===== src/assert_macros.svh =====
// Assertion macros shared by the rotation block RTL
`ifndef ASSERT_MACROS_SVH
`define ASSERT_MACROS_SVH

// Checked only outside reset
`define PIPR_ASSERT(label, prop, msg) \
  label: assert property (@(posedge clk) disable iff (!rst_n) prop) else $error(msg);

// Checked at every edge, reset included
`define PIPR_ASSERT_ALWAYS(label, prop, msg) \
  label: assert property (@(posedge clk) prop) else $error(msg);

`endif


===== src/pipr_pkg.sv =====
// Types, constants and the quarter-wave sine table for the Park rotation block
`default_nettype none

package pipr_pkg;

  typedef struct packed {
    logic              req_type;
    logic signed [15:0] angle;
    logic signed [15:0] comp_x;
    logic signed [15:0] comp_y;
  } pipr_in_t;

  typedef struct packed {
    logic signed [15:0] res_x;
    logic signed [15:0] res_y;
  } pipr_out_t;

  typedef struct packed {
    logic signed [15:0] sin_val;
    logic signed [15:0] cos_val;
  } pipr_trig_t;

  // Request types
  localparam logic REQ_FORWARD = 1'b0;
  localparam logic REQ_INVERSE = 1'b1;

  // Quadrant codes taken from the top two bits of the offset angle
  localparam logic [1:0] QUAD_0_90    = 2'd2;
  localparam logic [1:0] QUAD_90_180  = 2'd3;
  localparam logic [1:0] QUAD_180_270 = 2'd0;
  localparam logic [1:0] QUAD_270_360 = 2'd1;

  // Forward output limits (most negative code is never produced)
  localparam logic signed [15:0] SAT_POS = 16'sh7FFF;
  localparam logic signed [15:0] SAT_NEG = 16'sh8001;

  // Truncation bias for division by 32768 toward zero
  localparam logic signed [31:0] Q15_BIAS = 32'sd32767;

  localparam logic [15:0] QSINE [256] = '{
    16'h0000,16'h00C9,16'h0192,16'h025B,16'h0324,16'h03ED,16'h04B6,16'h057F,
    16'h0648,16'h0711,16'h07D9,16'h08A2,16'h096A,16'h0A33,16'h0AFB,16'h0BC4,
    16'h0C8C,16'h0D54,16'h0E1C,16'h0EE3,16'h0FAB,16'h1072,16'h113A,16'h1201,
    16'h12C8,16'h138F,16'h1455,16'h151C,16'h15E2,16'h16A8,16'h176E,16'h1833,
    16'h18F9,16'h19BE,16'h1A82,16'h1B47,16'h1C0B,16'h1CCF,16'h1D93,16'h1E57,
    16'h1F1A,16'h1FDD,16'h209F,16'h2161,16'h2223,16'h22E5,16'h23A6,16'h2467,
    16'h2528,16'h25E8,16'h26A8,16'h2767,16'h2826,16'h28E5,16'h29A3,16'h2A61,
    16'h2B1F,16'h2BDC,16'h2C99,16'h2D55,16'h2E11,16'h2ECC,16'h2F87,16'h3041,
    16'h30FB,16'h31B5,16'h326E,16'h3326,16'h33DF,16'h3496,16'h354D,16'h3604,
    16'h36BA,16'h376F,16'h3824,16'h38D9,16'h398C,16'h3A40,16'h3AF2,16'h3BA5,
    16'h3C56,16'h3D07,16'h3DB8,16'h3E68,16'h3F17,16'h3FC5,16'h4073,16'h4121,
    16'h41CE,16'h427A,16'h4325,16'h43D0,16'h447A,16'h4524,16'h45CD,16'h4675,
    16'h471C,16'h47C3,16'h4869,16'h490F,16'h49B4,16'h4A58,16'h4AFB,16'h4B9D,
    16'h4C3F,16'h4CE0,16'h4D81,16'h4E20,16'h4EBF,16'h4F5D,16'h4FFB,16'h5097,
    16'h5133,16'h51CE,16'h5268,16'h5302,16'h539B,16'h5432,16'h54C9,16'h5560,
    16'h55F5,16'h568A,16'h571D,16'h57B0,16'h5842,16'h58D3,16'h5964,16'h59F3,
    16'h5A82,16'h5B0F,16'h5B9C,16'h5C28,16'h5CB3,16'h5D3E,16'h5DC7,16'h5E4F,
    16'h5ED7,16'h5F5D,16'h5FE3,16'h6068,16'h60EB,16'h616E,16'h61F0,16'h6271,
    16'h62F1,16'h6370,16'h63EE,16'h646C,16'h64E8,16'h6563,16'h65DD,16'h6656,
    16'h66CF,16'h6746,16'h67BC,16'h6832,16'h68A6,16'h6919,16'h698B,16'h69FD,
    16'h6A6D,16'h6ADC,16'h6B4A,16'h6BB7,16'h6C23,16'h6C8E,16'h6CF8,16'h6D61,
    16'h6DC9,16'h6E30,16'h6E96,16'h6EFB,16'h6F5E,16'h6FC1,16'h7022,16'h7083,
    16'h70E2,16'h7140,16'h719D,16'h71F9,16'h7254,16'h72AE,16'h7307,16'h735E,
    16'h73B5,16'h740A,16'h745F,16'h74B2,16'h7504,16'h7555,16'h75A5,16'h75F3,
    16'h7641,16'h768D,16'h76D8,16'h7722,16'h776B,16'h77B3,16'h77FA,16'h783F,
    16'h7884,16'h78C7,16'h7909,16'h794A,16'h7989,16'h79C8,16'h7A05,16'h7A41,
    16'h7A7C,16'h7AB6,16'h7AEE,16'h7B26,16'h7B5C,16'h7B91,16'h7BC5,16'h7BF8,
    16'h7C29,16'h7C59,16'h7C88,16'h7CB6,16'h7CE3,16'h7D0E,16'h7D39,16'h7D62,
    16'h7D89,16'h7DB0,16'h7DD5,16'h7DFA,16'h7E1D,16'h7E3E,16'h7E5F,16'h7E7E,
    16'h7E9C,16'h7EB9,16'h7ED5,16'h7EEF,16'h7F09,16'h7F21,16'h7F37,16'h7F4D,
    16'h7F61,16'h7F74,16'h7F86,16'h7F97,16'h7FA6,16'h7FB4,16'h7FC1,16'h7FCD,
    16'h7FD8,16'h7FE1,16'h7FE9,16'h7FF0,16'h7FF5,16'h7FF9,16'h7FFD,16'h7FFE
  };

endpackage

`default_nettype wire


===== src/pipr_sincos.sv =====
// Sine and cosine lookup from the quarter-wave table
`default_nettype none

module pipr_sincos (
  input  wire logic signed [15:0] angle,
  output pipr_pkg::pipr_trig_t    trig
);
  import pipr_pkg::*;

  logic [9:0]         u;
  logic [7:0]         idx_i;
  logic [7:0]         idx_j;
  logic signed [15:0] ti;
  logic signed [15:0] tj;

  // Offset by half a turn: adding 32768 flips the sign bit
  assign u     = {~angle[15], angle[14:6]};
  assign idx_i = u[7:0];
  assign idx_j = ~idx_i;
  assign ti    = $signed(QSINE[idx_i]);
  assign tj    = $signed(QSINE[idx_j]);

  always_comb begin
    case (u[9:8])
      QUAD_0_90: begin
        trig.sin_val = ti;
        trig.cos_val = tj;
      end
      QUAD_90_180: begin
        trig.sin_val = tj;
        trig.cos_val = -ti;
      end
      QUAD_180_270: begin
        trig.sin_val = -ti;
        trig.cos_val = -tj;
      end
      QUAD_270_360: begin
        trig.sin_val = -tj;
        trig.cos_val = ti;
      end
      default: begin
        trig.sin_val = ti;
        trig.cos_val = tj;
      end
    endcase
  end

endmodule

`default_nettype wire


===== src/pipr_rotate.sv =====
// Vector rotation: four products, sums, q15 scaling and output limiting for forward requests
`default_nettype none

module pipr_rotate (
  input  wire logic               req_type,
  input  wire logic signed [15:0] comp_x,
  input  wire logic signed [15:0] comp_y,
  input  wire pipr_pkg::pipr_trig_t trig,
  output pipr_pkg::pipr_out_t     res
);
  import pipr_pkg::*;

  logic signed [31:0] p_xc;
  logic signed [31:0] p_ys;
  logic signed [31:0] p_xs;
  logic signed [31:0] p_yc;
  logic signed [31:0] sum_x;
  logic signed [31:0] sum_y;
  logic signed [16:0] q_x;
  logic signed [16:0] q_y;

  // Divide by 32768, rounding toward zero
  function automatic logic signed [16:0] scale_q15(input logic signed [31:0] s);
    logic signed [31:0] t;
    t = s + (s[31] ? Q15_BIAS : 32'sd0);
    return t[31:15];
  endfunction

  // Clamp to 16 bits and keep clear of the most negative code
  function automatic logic signed [15:0] limit_q15(input logic signed [16:0] q);
    logic signed [15:0] r;
    if (q > 17'sd32767) begin
      r = SAT_POS;
    end else if (q < -17'sd32767) begin
      r = SAT_NEG;
    end else begin
      r = q[15:0];
    end
    return r;
  endfunction

  // Magnitudes stay below 2^31, so 32-bit sums are exact
  assign p_xc = 32'(comp_x) * 32'(trig.cos_val);
  assign p_ys = 32'(comp_y) * 32'(trig.sin_val);
  assign p_xs = 32'(comp_x) * 32'(trig.sin_val);
  assign p_yc = 32'(comp_y) * 32'(trig.cos_val);

  always_comb begin
    if (req_type == REQ_INVERSE) begin
      sum_x = p_xc + p_ys;
      sum_y = p_yc - p_xs;
    end else begin
      sum_x = p_xc - p_ys;
      sum_y = p_yc + p_xs;
    end
  end

  assign q_x = scale_q15(sum_x);
  assign q_y = scale_q15(sum_y);

  always_comb begin
    if (req_type == REQ_INVERSE) begin
      res.res_x = q_x[15:0];
      res.res_y = q_y[15:0];
    end else begin
      res.res_x = limit_q15(q_x);
      res.res_y = limit_q15(q_y);
    end
  end

endmodule

`default_nettype wire


===== src/park_inverse_park_rotation_top.sv =====
// An accepted transaction passes the input register and then the result register to out_valid.
// Throughput: one transaction per cycle unless stalled; table lookup, four 16x16 products and
// scaling sit in the single combinational pass between both registers, setting the clock period.
// Reset (rst_n low, synchronous) empties both stages; payload registers are not cleared.
// in_stall rises only when the input stage is full and the result register cannot drain.
`default_nettype none

`include "assert_macros.svh"

module park_inverse_park_rotation_top (
  input  wire logic               clk,
  input  wire logic               rst_n,
  input  wire logic               in_valid,
  output logic                    in_stall,
  input  wire pipr_pkg::pipr_in_t in_data,
  output logic                    out_valid,
  input  wire logic               out_stall,
  output pipr_pkg::pipr_out_t     out_data
);
  import pipr_pkg::*;

  // Input stage
  logic       in_v_r;
  logic       in_v_nxt;
  pipr_in_t   in_d_r;

  // Result stage
  logic       res_v_r;
  logic       res_v_nxt;
  pipr_out_t  res_d_r;
  logic       res_fwd_r;

  logic       in_take;
  logic       res_adv;
  pipr_trig_t trig;
  pipr_out_t  rot_res;

  // The result register may load whenever it is empty or its transaction leaves now
  assign res_adv  = !res_v_r || !out_stall;
  // Hold off the source only while the input stage is full and cannot move on
  assign in_stall = in_v_r && !res_adv;
  assign in_take  = in_valid && !in_stall;

  always_comb begin
    in_v_nxt = in_v_r;
    if (in_take) begin
      in_v_nxt = 1'b1;
    end else if (res_adv) begin
      in_v_nxt = 1'b0;
    end
  end

  assign res_v_nxt = res_adv ? in_v_r : res_v_r;

  always_ff @(posedge clk) begin
    if (!rst_n) begin
      in_v_r  <= 1'b0;
      res_v_r <= 1'b0;
    end else begin
      in_v_r  <= in_v_nxt;
      res_v_r <= res_v_nxt;
    end
  end

  // Capture the incoming transaction
  always_ff @(posedge clk) begin
    if (in_take) begin
      in_d_r <= in_data;
    end
  end

  // Angle to sine and cosine
  pipr_sincos u_sincos (
    .angle (in_d_r.angle),
    .trig  (trig)
  );

  // Rotate, scale and limit
  pipr_rotate u_rotate (
    .req_type (in_d_r.req_type),
    .comp_x   (in_d_r.comp_x),
    .comp_y   (in_d_r.comp_y),
    .trig     (trig),
    .res      (rot_res)
  );

  // Advance the finished transaction into the result register
  always_ff @(posedge clk) begin
    if (res_adv && in_v_r) begin
      res_d_r   <= rot_res;
      res_fwd_r <= (in_d_r.req_type == REQ_FORWARD);
    end
  end

  assign out_valid = res_v_r;
  assign out_data  = res_d_r;

  `PIPR_ASSERT_ALWAYS(a_reset_empties, !rst_n |=> !out_valid && !in_stall, "reset left a stage full")
  `PIPR_ASSERT(a_stall_only_full, in_stall |-> in_v_r && out_valid, "stall without full stages")
  `PIPR_ASSERT(a_stage_moves, in_v_r && !in_stall |=> out_valid, "input stage did not advance")
  `PIPR_ASSERT(a_fwd_no_min, out_valid && res_fwd_r |-> out_data.res_x != 16'sh8000 && out_data.res_y != 16'sh8000, "forward result hit the most negative code")

endmodule

`default_nettype wire

===== config.mk =====
export PLATFORM = sky130hd
export DESIGN_NAME = park_inverse_park_rotation_top
export DESIGN_NICKNAME = d
export VERILOG_FILES = /design/src/pipr_pkg.sv /design/src/pipr_sincos.sv /design/src/pipr_rotate.sv /design/src/park_inverse_park_rotation_top.sv
export VERILOG_INCLUDE_DIRS = /design/src /design/src/src
export SDC_FILE = /design/constraint.sdc
export NUM_CORES = 2
export LEC_CHECK = 0
export BUFFER_PORTS_ARGS = -buffer_cell sky130_fd_sc_hd__buf_2
export CAP_MARGIN = 20
export CORE_MARGIN = 3
export CORE_UTILIZATION = 36
export DETAILED_ROUTE_END_ITERATION = 12
export PLACE_DENSITY = 0.61
export SLEW_MARGIN = 40
export SYNTH_ARGS = -nofsm -noshare
export SYNTH_HDL_FRONTEND = slang
export SYNTH_SLANG_ARGS = --single-unit

===== constraint.sdc =====
create_clock -name clk -period 47.8 [get_ports clk]
set_input_delay 0 -clock clk [delete_from_list [all_inputs] [get_ports clk]]
set_output_delay 0 -clock clk [all_outputs]
set_load 0.05 [all_outputs]

==> flow_metrics.env <==
export IMPL_cts_setup_buffers=0
export IMPL_slowest_stage="mux4_4"
export IMPL_path_class="flip-flop to flip-flop"
export IMPL_grt_util_all_layers_pct=22.8
export IMPL_synth_area_mux_share_pct=1.45
export IMPL_syn2layout_area_growth_pct=5.81
export IMPL_htree_levels=3
export IMPL_root_buffer="clkbuf_16"
export IMPL_worst_path_max_fanout=58
export IMPL_drc=0
export IMPL_final_antenna_net_count=0
export IMPL_vias=46300
export IMPL_drt_iter0_markers=3891
export IMPL_crit_arrival_ns=19.68
export IMPL_outcome="finished clean"
export IMPL_die_w_um=398
export IMPL_cap_viol_max_count=0
export IMPL_ys_seq_elements=77
export IMPL_io_pins=87
export IMPL_cp_end_kind="flip-flop"
export IMPL_async_flop_share_pct=0
export IMPL_viasPerCell=5.43
export IMPL_synth_area_leader_cell="fa_1"
export IMPL_hold_slack_ns=0.242
export IMPL_synthAdderAreaFrac_pct=47.4
export IMPL_fill_cells=15700
export IMPL_dieArea_mm2=0.159
export IMPL_worst_pin_slew_ns=1.01
export IMPL_synth_top_family_by_area="adder cells"
export IMPL_path_buf_inv=5
export IMPL_final_nets=8014
export IMPL_max_stage_delay_ns=0.93
export IMPL_critical_path_required_ns=48.01
export IMPL_grt_pass1_vias=48200
export IMPL_synth_compound_area_share_pct=13.7
export IMPL_syn_inst=6612
export IMPL_clock_sinks=77
export IMPL_finClkSkew_ns=0.0169
export IMPL_rsz0062_at_grt="false"
export IMPL_grt_max_degree=87
export IMPL_cp_common_cell="fa_1"
export IMPL_synth_most_common_cell="inv_1"
export IMPL_gp_congestion=1.03
export IMPL_layout_drive_gt1_share_pct=5.97
export IMPL_yosysTopAreaCellShare_pct=37.9
export IMPL_synth_seq_area_share_pct=4.14
export IMPL_fin_util_pct=38.4
export IMPL_placedCellCount=8465
export IMPL_cts_repair_resized=0
export IMPL_start_kind="flip-flop"
export IMPL_final_cells=8527
export IMPL_synth_nets=8134
export IMPL_grt_pass1_wl_um=281000
export IMPL_hold_path_class="input port to flip-flop"
export IMPL_synth_area_mm2=0.0554
export IMPL_cts_buffer_depth=2
export IMPL_setup_violations=0
export IMPL_dpl_hpwl_um=134000
export IMPL_hold_viol=0
export IMPL_synth_simple_area_share_pct=18.1
export IMPL_port_buffers=80
export IMPL_synth_edf_count=75
export IMPL_fp_dieH_um=398
export IMPL_fmax_ghz=0.0514
export IMPL_ctsHoldBuffers=46
export IMPL_cts_tree="yes"
export IMPL_firstDrtPassIters=6
export IMPL_ys_flop_type="edfxtp_1"
export IMPL_synth_xor_area_share_pct=4.39
export IMPL_ys_types=112
export IMPL_cts_buffers=9
export IMPL_row_count=143
export IMPL_relSlewSlack_pct=32.3
export IMPL_globalRouteOverflowTotal=0
export IMPL_period_share_pct=40.7
export IMPL_start_util_pct=36.3
export IMPL_wl_per_cell_um=20.7
export IMPL_clk_pin_slew_worst_paths_ns=0.08
export IMPL_core_area_mm2=0.152
export IMPL_synth_area_per_cell_um2=8.38
export IMPL_final_setup_tns_ns=0
export IMPL_routed_wl_um=177000
export IMPL_yosys_top_cells_area="fa_1 (38%), ha_1 (9.5%), inv_1 (7.8%)"
export IMPL_clk_latency_ns=0.46
export IMPL_yosys_warnings=0
export IMPL_cp_top_family="simple AND/OR/NAND/NOR gates"
export IMPL_synth_top_cells_by_count="inv_1 (1,146), fa_1 (1,050), nand2_1 (719)"
export IMPL_period_minus_slack_ns=19.47
export IMPL_antenna_found_initial=2
export IMPL_slew_violations=0
-- layout by cell type (no fill, tap or decap), types with 58 or more instances in the layout --
| master | netlist | routed |
|---|---|---|
| o21ai_0 | 233 | 231 |
| nand3_1 | 82 | 82 |
| a21oi_1 | 341 | 334 |
| a31oi_1 | 71 | 71 |
| and2_1 | 460 | 460 |
| fa_1 | 1050 | 1050 |
| nor3_1 | 80 | 78 |
| or2_2 | 61 | 61 |
| buf_4 | 23 | 122 |
| buf_2 | 66 | 80 |
| nor2_1 | 339 | 337 |
| xnor2_1 | 187 | 187 |
| a21o_1 | 61 | 61 |
| ha_1 | 419 | 416 |
| xor2_1 | 82 | 82 |
| edfxtp_1 | 75 | 75 |
| a211oi_1 | 65 | 58 |
| nor2b_1 | 98 | 96 |
| inv_1 | 1146 | 1145 |
| nand2b_1 | 66 | 66 |
| nand2_1 | 719 | 718 |
-- cell families after synthesis --
group           count (synthesis)
flops                          77
simple gates                 2042
compound gates               1163
fa+ha+maj                    1469
mux                            51
xor+xnor                      272
buf+inv                      1538
-- final timing paths --
check | cells after the start | slack (ns) | start | end
min reg2reg | 2 | 0.54 | in_v_r | out_valid
max | 61 | 28.33 | in_d_r[40] | out_data[16]
max reg2reg | 61 | 28.33 | in_d_r[40] | out_data[16]
min | 3 | 0.24 | in_valid | in_d_r[1]
-- routing by layer --
layer | wire [µm] | GRT usage [%] | part of all wire [%]
met5 | 0 | 0 | 0
met4 | 8640 | 9.86 | 4.9
met3 | 11900 | 3.31 | 6.7
met2 | 79700 | 36.1 | 45
met1 | 76700 | 31.1 | 43
-- metrics by stage --
step | setup WS [ns] | area (µm²)
after floorplan | 32.82 | 55400
after global placement | 29.07 | 57800
after detailed placement | 28.84 | 57800
after CTS | 28.79 | 58600
after global routing | 27.55 | 58600
final | 28.33 | 58600
-- sequential cells by signal, summed over array words and instances, names as in the netlist --
name / count
out_valid: 1
in_d_r: 43
in_v_r: 1
out_data: 32
-- worst min-delay path, cell delays in order --
cell,delay [ns]
buf_2,0.10
nor2b_4,0.12
buf_6,0.23
-- final cells by class --
type | count | area [µm²] | share of cell area [%]
tap | 2030 | 2540 | 4.33
inverter | 1157 | 4340 | 7.41
clock buffer | 9 | 225 | 0.384
multi-input combinational | 4997 | 47400 | 80.8
antenna | 1 | 2.50 | 0.00427
clock inverter | 6 | 40.0 | 0.0683
timing repair buffer | 250 | 1800 | 3.07
sequential | 77 | 2290 | 3.91
Power is left out: the tool's default activity adds up to more than one toggle a clock period on the data nets, which glitch-free logic cannot reach.
